--- src/rtl/core/kwm_ram.sv ---
`timescale 1ns / 1ps

module kwm_ram #(
	parameter int WIDTH = 32,
	parameter int DEPTH = 128
) (
	input  logic                     clk,
	input  logic                     we,
	input  logic [$clog2(DEPTH)-1:0] waddr,
	input  logic [WIDTH-1:0]         wdata,
	input  logic                     re,
	input  logic [$clog2(DEPTH)-1:0] raddr,
	output logic [WIDTH-1:0]         rdata
);

	logic [WIDTH-1:0] mem [DEPTH];

	always_ff @(posedge clk) begin
		if (we) begin
			mem[waddr] <= wdata;
		end
		if (re) begin
			rdata <= mem[raddr];
		end
	end

endmodule

--- config.mk ---
export PLATFORM = sky130hd
export DESIGN_NAME = kwm_ram
export DESIGN_NICKNAME = d
export VERILOG_FILES = /design/src/rtl/core/kwm_ram.sv
export SDC_FILE = /design/constraint.sdc
export NUM_CORES = 2
export LEC_CHECK = 0
export ABC_AREA = 0
export BUFFER_PORTS_ARGS = -buffer_cell sky130_fd_sc_hd__buf_2
export CAP_MARGIN = 20
export CORE_MARGIN = 2
export CORE_UTILIZATION = 23
export DETAILED_ROUTE_END_ITERATION = 12
export GPL_ROUTABILITY_DRIVEN = 1
export PLACE_DENSITY = 0.41
export SLEW_MARGIN = 10
export SYNTH_ARGS = -nofsm -noshare
export SYNTH_HDL_FRONTEND = slang
export SYNTH_SLANG_ARGS = --single-unit
--- constraint.sdc ---
create_clock -name clk -period 12.65 [get_ports clk]
set_input_delay 2.53 -clock clk [delete_from_list [all_inputs] [get_ports clk]]
set_output_delay 2.53 -clock clk [all_outputs]
set_load 0.03 [all_outputs]
==> impl_metrics.py <==
metrics = {
    "run_status": {
        "status": "completed",
    },
    "clock_tree": {
        "post_cts_resized": 0,
        "cts_max_path_buffers": 4,
        "clockRootBuffer": "clkbuf_16",
        "clock_latency_ns": 1.01,
        "cts_inserted_buffers": 437,
        "clock_sinks": 4128,
        "htree_levels": 5,
        "holdBufCountCts": 0,
        "post_cts_buffers": 0,
        "clk_pin_slew_ns": 0.06,
        "cts_tree": "done",
    },
    "detailed_routing": {
        "routed_via_density": 4.46,
        "drc_errors": 0,
        "drt_first_pass_iters": 5,
        "dr_total_vias": 70800,
        "dr.first_iter.drc_count": 8038,
        "ant_nets": 0,
        "totalWireLength_mm": 503,
        "wl_per_cell_um": 31.7,
    },
    "global_route": {
        "antenna_found_initial": 80,
        "grt_usage": 0.142,
        "grt-ovfl-total": 0,
        "grt_pass1_vias": 73500,
        "grt_max_degree": 123,
        "grt_pass1_wl_mm": 671,
    },
    "layout": {
        "fin_util": 0.271,
        "fin_area_um2": 184000,
        "syn_to_final_growth_pct": 17.4,
        "nets": 6474,
        "drive_gt1_frac": 0.356,
    },
    "pwr": {
        "powerDensity_nw_per_um2": 159,
        "leakagePower_nw": 54.3,
        "peakVddDrop_mv": 0.135,
    },
    "timing": {
        "rsz0062_at_grt": "false",
        "slew-limit-headroom": 0.176,
        "setup_violations": 0,
        "max_freq_mhz": 161,
        "layout_min_cycle_time_ns": 6.20,
        "finalCritPeriodShare": 0.490,
        "skew_ns": 0.0509,
        "holdWs_ns": 1.19,
        "fin_setup_tns_ns": 0,
        "hold_viol": 0,
        "worstMarginPinSlew_ns": 1.24,
        "drv_slew": 0,
    },
    "setup_path": {
        "worstPathRequired_ns": 13.41,
        "crit_slowest_cell": "buf_4",
        "worstPathCellList": "buf_12 > buf_12 > buf_4 > mux4_2 > mux4_2 > mux4_2 > mux2_2",
        "startpoint_type": "input port",
        "worstPathArrival_ns": 6.95,
        "critPathKind": "input port to flip-flop",
        "critical_path.max_stage_delay_ns": 0.87,
        "cp_common_cell": "mux4_2",
        "crit_path_end_kind": "flip-flop",
        "path_max_fanout": 81,
    },
    "floorplanning": {
        "rows": 303,
        "io_pins": 81,
        "die_x_um": 829,
        "die_y_um": 829,
        "core_um2": 680000,
        "die_area_um2": 687000,
        "initial_core_util": 0.230,
    },
    "logic_synthesis": {
        "synth_area_leader_cell": "edfxtp_1",
        "synth_cell_types": 16,
        "synth_seq_cells": 4128,
        "synthCells": 5990,
        "yosysSeqAreaShare": 0.792,
        "syn-num-nets": 6039,
        "syn_area_per_cell_um2": 26.1,
        "synth_top_area_frac": 0.792,
        "yosys-top-cells-area": "edfxtp_1, mux4_2, clkbuf_1",
        "syn-cell-area_um2": 157000,
        "yosysWarnings": 0,
    },
    "placed_design": {
        "hpwl_mm": 273,
        "place_area_um2": 170000,
        "gp_congestion": 0.740,
        "portBuffers": 80,
    },
    "run": {
        "cap_violations": 0,
    },
    "hold_path": {
        "holdCritPathClass": "flip-flop to flip-flop",
    },
}
[routing by layer]
layer | vias to the layer above | track usage | routed length, um
li1 | 27400 | - | -
met1 | 40700 | 0.197 | 221000
met2 | 2176 | 0.237 | 243000
met3 | 514 | 0.0218 | 26900
met4 | 16 | 0.0291 | 11100
met5 | - | 0 | 99
[final timing paths]
kind	endpoint	slack, ns	depth (start not counted)	startpoint
worst max-delay path	rdata[10]	6.45	7	raddr[0]
worst max register to register	rdata[2]	9.79	4	mem[49][2]
worst min register to register	rdata[24]	1.19	4	mem[115][24]
worst min-delay path	rdata[24]	1.19	4	mem[115][24]
[stage by stage]
step | worst slack [ns] | std cells | power, mW
floorplan | 6.88 | 5990 | 16.2
global placement | 5.27 | 15000 | 17.1
detailed placement | 5.26 | 15000 | 17.1
CTS | 6.40 | 15800 | 29.6
global route | 6.22 | 15800 | 30.1
finish | 6.45 | 15900 | 29.2
[worst max-delay path, delay by kind of cell]
| kind | cells | cell delay (ns) |
|---|---|---|
| muxes | 4 | 2.12 |
| buffers and inverters | 3 | 1.95 |
[cells by family (layout without fill, tap and decap cells)]
| group | Yosys count | count (layout) | synth area share |
|---|---|---|---|
| buf+inv | 316 | 1118 | 0.00837 |
| flops | 4128 | 4128 | 0.792 |
| mux | 1376 | 1376 | 0.196 |
| other cells | 0 | 84 | 0 |
| simple gates | 170 | 170 | 0.00445 |
[synth_stat cells]
| library cell | n |
|---|---|
| buf_2 | 79 |
| nor3_1 | 9 |
| clkbuf_1 | 182 |
| nor2b_1 | 7 |
| nand2b_1 | 2 |
| mux2_2 | 32 |
| nand4_1 | 3 |
| edfxtp_1 | 4128 |
| nand2_1 | 14 |
| buf_4 | 3 |
| or3_1 | 1 |
| nor2_1 | 122 |
| nand3_1 | 12 |
| buf_6 | 2 |
| mux4_2 | 1344 |
| buf_1 | 50 |
[power breakdown]
group          internal (mW)  switching [mW]  total (mW)
Clock                   7.04            5.41        12.4
Sequential              15.1          0.0649        15.2
Combinational          0.539            1.02        1.55
[layout by cell type, fill, tap and decap left out]
cell,Yosys,routed
buf_12,0,14
buf_16,0,2
buf_2,79,41
buf_4,3,251
buf_6,2,1
buf_8,0,3
bufinv_16,0,32
clkbuf_1,182,95
clkbuf_16,0,442
clkinv_1,0,117
clkinv_16,0,3
clkinv_2,0,84
clkinv_4,0,3
clkinv_8,0,9
clkinvlp_4,0,11
diode_2,0,84
edfxtp_1,4128,4128
inv_16,0,3
inv_6,0,7
mux2_2,32,32
mux4_2,1344,1344
nand2_1,14,11
nand2_2,0,3
nand2b_1,2,2
nand3_1,12,8
nand3_2,0,4
nand4_1,3,3
nor2_1,122,3
nor2_4,0,119
nor2b_1,7,7
nor3_2,0,8
nor3_4,0,1
or3_1,1,1
[sequential cells by signal, indices dropped and copies added, names as in the netlist]
register,cells
mem,4096
rdata,32
[area by class of cell]
type / count / area, um2
Fill cell: 66500 / 496000
Antenna cell: 84 / 210
Sequential cell: 4128 / 124000
Tap cell: 8997 / 11300
Timing Repair Buffer: 312 / 2480
Clock inverter: 269 / 2290
Multi-Input combinational cell: 1546 / 32300
Clock buffer: 537 / 11400
Power figures use the tool's default switching activity.
