**src/rtl/core/kwm_pkg.sv**
```systemverilog
`timescale 1ns / 1ps

package kwm_pkg;

	localparam int NUM_LISTS   = 8;
	localparam int QUEUE_DEPTH = 16;
	localparam int VALUE_WIDTH = 32;

	localparam int LIST_W = (NUM_LISTS > 1) ? $clog2(NUM_LISTS) : 1;
	localparam int PTR_W  = (QUEUE_DEPTH > 1) ? $clog2(QUEUE_DEPTH) : 1;
	localparam int CNT_W  = $clog2(QUEUE_DEPTH + 1);
	localparam int ADDR_W = LIST_W + PTR_W;
	localparam int STORE_DEPTH = 1 << ADDR_W;

	typedef enum logic [1:0] {
		ST_APPENDED = 2'd0,
		ST_FULL     = 2'd1,
		ST_PULLED   = 2'd2,
		ST_EMPTY    = 2'd3
	} status_t;

	typedef struct packed {
		logic                   vld;
		logic [LIST_W-1:0]      idx;
		logic [VALUE_WIDTH-1:0] val;
	} head_node_t;

	function automatic logic [PTR_W-1:0] ptr_inc(input logic [PTR_W-1:0] p);
		if (p == PTR_W'(QUEUE_DEPTH - 1)) begin
			return '0;
		end
		return p + PTR_W'(1);
	endfunction

endpackage

```
**src/rtl/core/kwm_head_sel.sv**
```systemverilog
`timescale 1ns / 1ps

module kwm_head_sel (
	input  logic [kwm_pkg::VALUE_WIDTH-1:0] head_val [kwm_pkg::NUM_LISTS],
	input  logic                            nonempty [kwm_pkg::NUM_LISTS],
	output kwm_pkg::head_node_t             best
);

	localparam int LEAVES = 1 << kwm_pkg::LIST_W;

	kwm_pkg::head_node_t node [1:2*LEAVES-1];

	always_comb begin
		kwm_pkg::head_node_t l;
		kwm_pkg::head_node_t r;
		l = '0;
		r = '0;
		for (int j = 0; j < LEAVES; j++) begin
			if (j < kwm_pkg::NUM_LISTS) begin
				node[LEAVES + j].vld = nonempty[j];
				node[LEAVES + j].idx = kwm_pkg::LIST_W'(j);
				node[LEAVES + j].val = head_val[j];
			end else begin
				node[LEAVES + j] = '0;
			end
		end
		// lower index wins ties
		for (int i = LEAVES - 1; i >= 1; i--) begin
			l = node[2*i];
			r = node[2*i + 1];
			if (l.vld && (!r.vld || ($signed(l.val) <= $signed(r.val)))) begin
				node[i] = l;
			end else begin
				node[i] = r;
			end
		end
	end

	assign best = node[1];

endmodule

```
**config.mk**
```make
export PLATFORM = sky130hd
export DESIGN_NAME = kwm_head_sel
export DESIGN_NICKNAME = d
export VERILOG_FILES = /design/src/rtl/core/kwm_pkg.sv /design/src/rtl/core/kwm_head_sel.sv
export SDC_FILE = /design/constraint.sdc
export NUM_CORES = 1
export LEC_CHECK = 0
export BUFFER_PORTS_ARGS = -buffer_cell sky130_fd_sc_hd__clkbuf_2
export CAP_MARGIN = 10
export CORE_MARGIN = 2
export CORE_UTILIZATION = 36
export DETAILED_ROUTE_END_ITERATION = 16
export GPL_TIMING_DRIVEN = 0
export SLEW_MARGIN = 10
export SYNTH_ARGS = -nofsm -noshare
export SYNTH_HDL_FRONTEND = slang
export SYNTH_SLANG_ARGS = --single-unit
```
**constraint.sdc**
```tcl
create_clock -name vclk -period 9.75
set_input_delay 0.975 -clock vclk [all_inputs]
set_output_delay 0.975 -clock vclk [all_outputs]
set_load 0.02 [all_outputs]
```
==> impl_metrics.json, run 1 <==
{
  "critical-path-top-cell-by-count": "sky130_fd_sc_hd__ha_1",
  "layout.cells.most_common": "sky130_fd_sc_hd__clkbuf_2",
  "p_clk_share_pct": 0,
  "timing.max_cap.violations": 0,
  "syn-instance-count": 1397,
  "p_int_mw": 0.752,
  "gp_congestion": 0.992,
  "total_global_route_track_usage_pct": 28.0,
  "route.antenna.remaining_nets": 0,
  "post_synth.cell_area_avg_um2": 6.93,
  "horiz_die_dim_um": 168,
  "report.final.slew_viol_count": 0,
  "layout.cells.most_common_list": "sky130_fd_sc_hd__clkbuf_2 (305), sky130_fd_sc_hd__ha_1 (224), sky130_fd_sc_hd__inv_1 (143)",
  "power_leakage_nw": 6.63,
  "dp.cells": 2038,
  "final_nets": 2206,
  "synth.cell_area_um2": 9690,
  "syn_to_final_growth_pct": 29.2,
  "drive_gt1_share_pct": 27.9,
  "power.share.switching_pct": 61.6,
  "floorplan.initialDensity_pct": 36.3,
  "detail_route.wl_per_cell_um": 20.6,
  "crit_path_max_incr_delay_ps": 440,
  "rsz0062_at_grt": "true",
  "first_pass_iteration_count_of_the_detailed_router": 5,
  "fillers": 2781,
  "crit_family": "compound AO/OA/AOI/OAI gates",
  "path_buf_inv": 8,
  "final_period_demand_of_the_worst_path_ps": 9540,
  "cp-start-kind": "input pin",
  "grt.overflow.total": 0,
  "critical_path.endpoint_type": "output pin",
  "pwr_density_cell_nw_per_um2": 157,
  "yosysWarningCount": 0,
  "detail_placement_hpwl_um": 37300,
  "first_global_vias": 11505,
  "synth.mux.area_fraction_pct": 0.103,
  "grt_pass1_wl_um": 62300,
  "post_synth_fa_ha_maj_area_fraction_pct": 28.9,
  "hp-class": "in2out",
  "ir_worst_vdd_uv": 115,
  "synth_area_leaders": "sky130_fd_sc_hd__ha_1 (29%), sky130_fd_sc_hd__a21oi_1 (6.6%), sky130_fd_sc_hd__inv_1 (5.5%)",
  "fp.coreArea_um2": 26700,
  "worst-slew-pin-transition_ps": 960,
  "worst-endpoint-arrival_ps": 8570,
  "combinational_family_with_the_most_area_after_synthesis": "compound AO/OA/AOI/OAI gates",
  "port_buffers": 300,
  "xor_xnor_fraction_of_synth_area_pct": 0,
  "grt_antenna_before_repair": 2,
  "dp_slack_ps": -1380,
  "design.portCount": 300,
  "via_density_per_instance": 5.92,
  "final-setup-viol-count": 0,
  "finish.cell_count_without_fillers": 2059,
  "share_of_the_synthesized_area_in_compound_gates_ao_oa_aoi_oai_pct": 39.9,
  "die_h_um": 168,
  "yosys.cell_types.count": 58,
  "yosys.area_share.simple_pct": 21.7,
  "final_hold_viol_count": 0,
  "route.detailed.drc": 0,
  "min_period_over_period_pct": 97.9,
  "std_cell_rows": 60,
  "share_seq_of_total_power_pct": 0,
  "floorplan.die_area_um2": 28200,
  "route.vias.total": 12197,
  "worst-endpoint-required_ps": 8780,
  "synth_top_cell_area_share_pct": 28.9,
  "max_clock_freq_mhz": 105,
  "worst_path_setup_slack_after_routing_ps": 206,
  "yosysSeqAreaShare_pct": 0,
  "regArea_um2": 0,
  "clkbuf_count": 0,
  "crit_path_top_delay_cell": "sky130_fd_sc_hd__clkbuf_1",
  "outcome": "finished clean",
  "power.net_switching_mw": 1.21,
  "critPathKind": "in2out",
  "wirelength_um": 42400,
  "comb_power_share_pct": 100.0,
  "dr.first_iter.drc_count": 740,
  "worstPathMaxFanout": 10,
  "max-slew-margin-rel_pct": 35.4,
  "seq_cell_count": 0,
  "synthDominantAreaCellType": "sky130_fd_sc_hd__ha_1",
  "power_mw": 1.96,
  "grt_start_max_net_pins": 11,
  "synth_nets": 1885,
  "final_core_utilization_pct": 46.9
}
-- tightest hold or removal path, cell delays in order --
cell and delay, ps:
sky130_fd_sc_hd__clkbuf_2 110, sky130_fd_sc_hd__nor2_1 70, sky130_fd_sc_hd__nand3_1 110, sky130_fd_sc_hd__clkbuf_2 180
-- final cells by class --
| type | instances | area [µm²] | area share, % |
|---|---|---|---|
| Multi-Input combinational cell | 1170 | 9400 | 75.1 |
| Timing Repair Buffer | 319 | 1660 | 13.3 |
| Inverter | 143 | 537 | 4.29 |
| Buffer | 84 | 479 | 3.83 |
| Tap cell | 341 | 427 | 3.41 |
| Antenna cell | 2 | 5.00 | 0.0400 |
-- cells by family (layout without fill, tap and decap cells) --
logic type,after synthesis,in the layout
fa+ha+maj,224,224
simple gates,399,399
mux,1,1
compound gates,546,546
buf+inv,227,546
other cells,0,2
-- power by group through the flow --
stage / registers, mW / logic (mW) / clock network (mW)
3_3_place_gp: 0 / 1.67 / 0
3_5_place_dp: 0 / 1.68 / 0
2_1_floorplan: 0 / 1.08 / 0
6_report: 0 / 1.96 / 0.0000000275
4_1_cts: 0 / 1.78 / 0
5_1_grt: 0 / 2.11 / 0.0000000275
-- per-layer routing --
layer	wire length (µm)	track usage (%)
met1	18700	37.3
met2	19200	47.7
met3	2830	2.68
met4	1660	8.36
met5	0	0
-- through the flow --
step                cell area, µm²  hold WS (ps)  setup TNS (ps)
CTS                          12000          2410           -7.50
global placement             11600          2400          -37510
global route                 12500          2450           -1230
floorplan                     9690          2160               0
detailed placement           11600          2410          -41270
finish                       12500          2430               0
-- timing repair --
action                                  CTS  global route
hold buffers                              0             0
endpoints found under the setup margin   35            35
cloned                                    0             1
pin swaps                                 2            25
resized for setup                        74           164
setup buffers                             5            13
-- synthesized netlist by cell type, drive strengths merged, types with 2 or more instances --
| library cell | number |
|---|---|
| or2 | 34 |
| o211ai | 11 |
| a221o | 6 |
| o311ai | 35 |
| nor3b | 2 |
| or3 | 2 |
| nor2 | 49 |
| nand3 | 24 |
| and4 | 10 |
| nor4 | 9 |
| nand4 | 44 |
| a22o | 2 |
| inv | 143 |
| o21a | 5 |
| a21o | 37 |
| a31o | 2 |
| a211oi | 33 |
| a21bo | 2 |
| a221oi | 36 |
| and2 | 4 |
| o2bb2ai | 3 |
| clkbuf | 56 |
| a21oi | 127 |
| a31oi | 3 |
| nor3 | 44 |
| buf | 28 |
| and3 | 66 |
| ha | 224 |
| o32ai | 33 |
| o21bai | 2 |
| o211a | 33 |
| a21boi | 66 |
| nand2b | 2 |
| nand2 | 95 |
| o21ai | 100 |
| a2111oi | 2 |
| nor2b | 11 |
-- worst paths after layout --
kind                      start        to  cells past startpoint
setup / recovery  head_val[159]  best[27]                     34
hold / removal      nonempty[6]  best[35]                      4
(Power assumes the default switching activity.)
==> inputs of run 2 (changes only) <==
==> constraint.sdc (replaced) <==
create_clock -name vclk -period 9.7
set_input_delay 0.97 -clock vclk [all_inputs]
set_output_delay 0.97 -clock vclk [all_outputs]
set_load 0.02 [all_outputs]
==> run 2 against run 1 <==
Critical path depth did not move. Via count fell by 0.60%. Final area increased by 0.94%. Final cell count barely moved. First-iteration DRC count shrank 8.2%.
==> impl_metrics.json, run 2 (same netlist as run 1, synthesis figures left out) <==
{
  "drive_gt1_share_pct": 28.3,
  "dp_slack_ps": -1420,
  "critical-path-top-cell-by-count": "sky130_fd_sc_hd__ha_1",
  "seq_cell_count": 0,
  "grt_antenna_before_repair": 2,
  "clkbuf_count": 0,
  "worst-endpoint-required_ps": 8730,
  "max-slew-margin-rel_pct": 36.2,
  "timing.max_cap.violations": 0,
  "ir_worst_vdd_uv": 116,
  "floorplan.initialDensity_pct": 36.3,
  "first_global_vias": 11491,
  "worst_path_setup_slack_after_routing_ps": 183,
  "layout.cells.most_common_list": "sky130_fd_sc_hd__clkbuf_2 (294), sky130_fd_sc_hd__ha_1 (224), sky130_fd_sc_hd__inv_1 (143)",
  "detail_placement_hpwl_um": 37300,
  "power_leakage_nw": 6.65,
  "syn_to_final_growth_pct": 30.4,
  "fp.coreArea_um2": 26700,
  "die_h_um": 168,
  "final_core_utilization_pct": 47.4,
  "floorplan.die_area_um2": 28200,
  "grt_start_max_net_pins": 11,
  "critPathKind": "in2out",
  "cp-start-kind": "input pin",
  "first_pass_iteration_count_of_the_detailed_router": 6,
  "power_mw": 2.02,
  "final_period_demand_of_the_worst_path_ps": 9520,
  "horiz_die_dim_um": 168,
  "wirelength_um": 42500,
  "port_buffers": 300,
  "final_hold_viol_count": 0,
  "rsz0062_at_grt": "true",
  "final-setup-viol-count": 0,
  "pwr_density_cell_nw_per_um2": 160,
  "critical_path.endpoint_type": "output pin",
  "gp_congestion": 0.992,
  "worst-endpoint-arrival_ps": 8550,
  "route.antenna.remaining_nets": 0,
  "regArea_um2": 0,
  "crit_path_max_incr_delay_ps": 440,
  "min_delay_path_depth": 4,
  "route.vias.total": 12124,
  "hp-class": "in2out",
  "outcome": "finished clean",
  "min_period_over_period_pct": 98.1,
  "std_cell_rows": 60,
  "total_global_route_track_usage_pct": 28.0,
  "grt_pass1_wl_um": 62400,
  "cts-hold-fix-buffers": 0,
  "worst-slew-pin-transition_ps": 948,
  "worstPathMaxFanout": 10,
  "route.detailed.drc": 0,
  "fin_tns_setup_ps": 0,
  "crit_path_top_delay_cell": "sky130_fd_sc_hd__clkbuf_1",
  "detail_route.wl_per_cell_um": 20.6,
  "place_area_um2": 11600,
  "layout.cells.most_common": "sky130_fd_sc_hd__clkbuf_2",
  "report.final.slew_viol_count": 0,
  "final_nets": 2208,
  "via_density_per_instance": 5.88,
  "grt.overflow.total": 0,
  "postLayoutCellArea_um2": 12600,
  "design.portCount": 300,
  "max_clock_freq_mhz": 105,
  "dr.first_iter.drc_count": 679
}
## run 2: power breakdown
part,switching [mW],internal (mW)
clock,0,0.0000000276
combinational,1.23,0.790
sequential,0,0
## run 2: layer usage
layer,GRT usage [%],vias up,part of all wire [%]
met1,37.4,5561,45
met5,0,-,0
met2,48.0,471,46
met3,2.68,69,6.3
met4,8.05,0,3.3
li1,-,6023,-
## run 2: layout make-up
type	count	area (µm²)
antenna	2	5.00
buffer	84	492
inverter	143	537
tap	341	427
timing repair buffer	321	1690
fill	2754	14000
multi-input combinational	1170	9480
## run 2: what timing repair did
item | 4_1_cts | 5_1_grt
gates cloned | 0 | 1
pin swaps | 5 | 28
buffers inserted | 5 | 15
setup endpoints to repair | 35 | 35
resized for setup | 82 | 181
## run 2: worst paths after layout
path | from | endpoint | slack [ps]
hold / removal | nonempty[4] | best[35] | 2430
setup / recovery | head_val[159] | best[29] | 180
## run 2: stage by stage
stage	hold slack, ps	std cells
CTS	2400	2043
global route	2440	2061
detailed placement	2400	2038
floorplan	2150	1397
global placement	2390	2038
finish	2430	2061
## run 2: worst max-delay path, delay by kind of cell
family	cells	cell delay (ps)
AO/OA/AOI/OAI	17	3840
buffers and inverters	8	1610
AND/OR/NAND/NOR	6	1090
adder cells (fa/ha/maj)	3	1020
==> inputs of run 3 (changes only) <==
--- a/config.mk
+++ b/config.mk
@@ -11,6 +11,7 @@
 export CORE_UTILIZATION = 36
 export DETAILED_ROUTE_END_ITERATION = 16
 export GPL_TIMING_DRIVEN = 0
+export REMOVE_ABC_BUFFERS = 1
 export SLEW_MARGIN = 10
 export SYNTH_ARGS = -nofsm -noshare
 export SYNTH_HDL_FRONTEND = slang
==> run 3 against run 2 <==
Via count is 0.44% lower. Sequential cell count stayed put. Die area unchanged. Clock-buffer cell count is the same. Non-clock buffer count down 55. Utilization shrank 0.97 points. Routed wire length fell by 1.5%.
==> impl_metrics.json, run 3 (same netlist as run 1, synthesis figures left out) <==
{
  "drive_gt1_share_pct": 26.2,
  "die_h_um": 168,
  "hp-class": "in2out",
  "layout.cells.most_common_list": "sky130_fd_sc_hd__clkbuf_2 (297), sky130_fd_sc_hd__ha_1 (223), sky130_fd_sc_hd__inv_1 (143)",
  "worst_path_setup_slack_after_routing_ps": 205,
  "worst-endpoint-required_ps": 8730,
  "dr.first_iter.drc_count": 1020,
  "final_hold_viol_count": 0,
  "worstPathMaxFanout": 24,
  "grt_start_max_net_pins": 64,
  "timing.max_cap.violations": 0,
  "clkbuf_count": 0,
  "regArea_um2": 0,
  "ir_worst_vdd_uv": 106,
  "max_clock_freq_mhz": 105,
  "wirelength_um": 41800,
  "total_global_route_track_usage_pct": 27.1,
  "grt_antenna_before_repair": 6,
  "seq_cell_count": 0,
  "crit_path_max_incr_delay_ps": 520,
  "final-setup-viol-count": 0,
  "outcome": "finished clean",
  "fillers": 2723,
  "design.portCount": 300,
  "first_pass_iteration_count_of_the_detailed_router": 7,
  "critical-path-top-cell-by-count": "sky130_fd_sc_hd__ha_1",
  "fin_tns_setup_ps": 0,
  "final_nets": 2163,
  "via_density_per_instance": 5.98,
  "report.final.slew_viol_count": 0,
  "floorplan.initialDensity_pct": 36.3,
  "fp.coreArea_um2": 26700,
  "route.detailed.drc": 0,
  "detail_placement_hpwl_um": 33700,
  "grt_pass1_wl_um": 61400,
  "gp_congestion": 0.933,
  "route.vias.total": 12071,
  "std_cell_rows": 60,
  "pwr_density_cell_nw_per_um2": 152,
  "critical_path.endpoint_type": "output pin",
  "cts-hold-fix-buffers": 0,
  "min_period_over_period_pct": 97.9,
  "final_period_demand_of_the_worst_path_ps": 9500,
  "floorplan.die_area_um2": 28200,
  "worst-slew-pin-transition_ps": 1250,
  "grt.overflow.total": 0,
  "horiz_die_dim_um": 168,
  "worst-endpoint-arrival_ps": 8530,
  "syn_to_final_growth_pct": 27.7,
  "power_leakage_nw": 6.55,
  "first_global_vias": 11176,
  "crit_path_top_delay_cell": "sky130_fd_sc_hd__or4_4",
  "port_buffers": 300,
  "critPathKind": "in2out",
  "detail_route.wl_per_cell_um": 20.7,
  "layout.cells.most_common": "sky130_fd_sc_hd__clkbuf_2",
  "dp_slack_ps": -1890,
  "max-slew-margin-rel_pct": 16.6,
  "cp-start-kind": "input pin",
  "route.antenna.remaining_nets": 0,
  "min_delay_path_depth": 4
}
run 3: cell count changes in the layout (fill, tap and decap cells not counted), sizes merged:
| cell | previous run | this run |
|---|---|---|
| buf | 70 | 53 |
| and3 | 66 | 68 |
| a31o | 2 | 3 |
| clkbuf | 335 | 297 |
| diode | 2 | 6 |
| and2 | 4 | 5 |
| or2 | 34 | 35 |
| nand2 | 95 | 99 |
| o21ai | 100 | 101 |
run 3: area by class of cell:
cell class	count	area, µm²	share of cell area, %
repair buffers	350	2030	16.4
inverters	143	537	4.34
multi-input cells	1180	9360	75.6
well taps	341	427	3.45
diodes	6	15.0	0.121
run 3: stage by stage:
stage / power [mW] / hold WS (ps) / std cells / util [%] / area (µm²)
after floorplan: 1.05 / 2150 / 1313 / - / 9320
after global placement: 1.63 / 2410 / 1954 / 42.2 / 11200
after detailed placement: 1.67 / 2410 / 1973 / 43.4 / 11600
after CTS: 1.78 / 2420 / 1994 / 44.8 / 11900
after global routing: 2.03 / 2450 / 2020 / 46.4 / 12400
final: 1.88 / 2420 / 2020 / 46.4 / 12400
run 3: routing by layer:
metal	wire length [µm]	track usage, %	vias to the layer above
met5	0	0	-
met4	1180	6.99	0
met3	2620	2.09	69
met2	18900	44.1	493
met1	19200	38.6	5554
li1	-	-	5955
run 3: worst paths after layout:
kind,from,endpoint
min,nonempty[6],best[35]
max,head_val[93],best[16]
run 3: power breakdown:
group | switching (mW) | internal (mW) | total [mW]
logic | 1.18 | 0.707 | 1.88
clock network | 0 | 0.0000000829 | 0.0000000829
registers | 0 | 0 | 0
total | 1.18 | 0.707 | 1.88
run 3: repair_timing:
action | in CTS | in global routing
gates cloned | 6 | 4
endpoints found under the setup margin | 35 | 35
setup buffers | 15 | 16
pin swaps | 13 | 27
resized for setup | 35 | 54
run 3: critical path, delay by kind of cell:
kind	cells	cell delay, ps
buf+inv	8	1250
compound gates	14	3240
fa+ha+maj	3	920
simple gates	9	2090
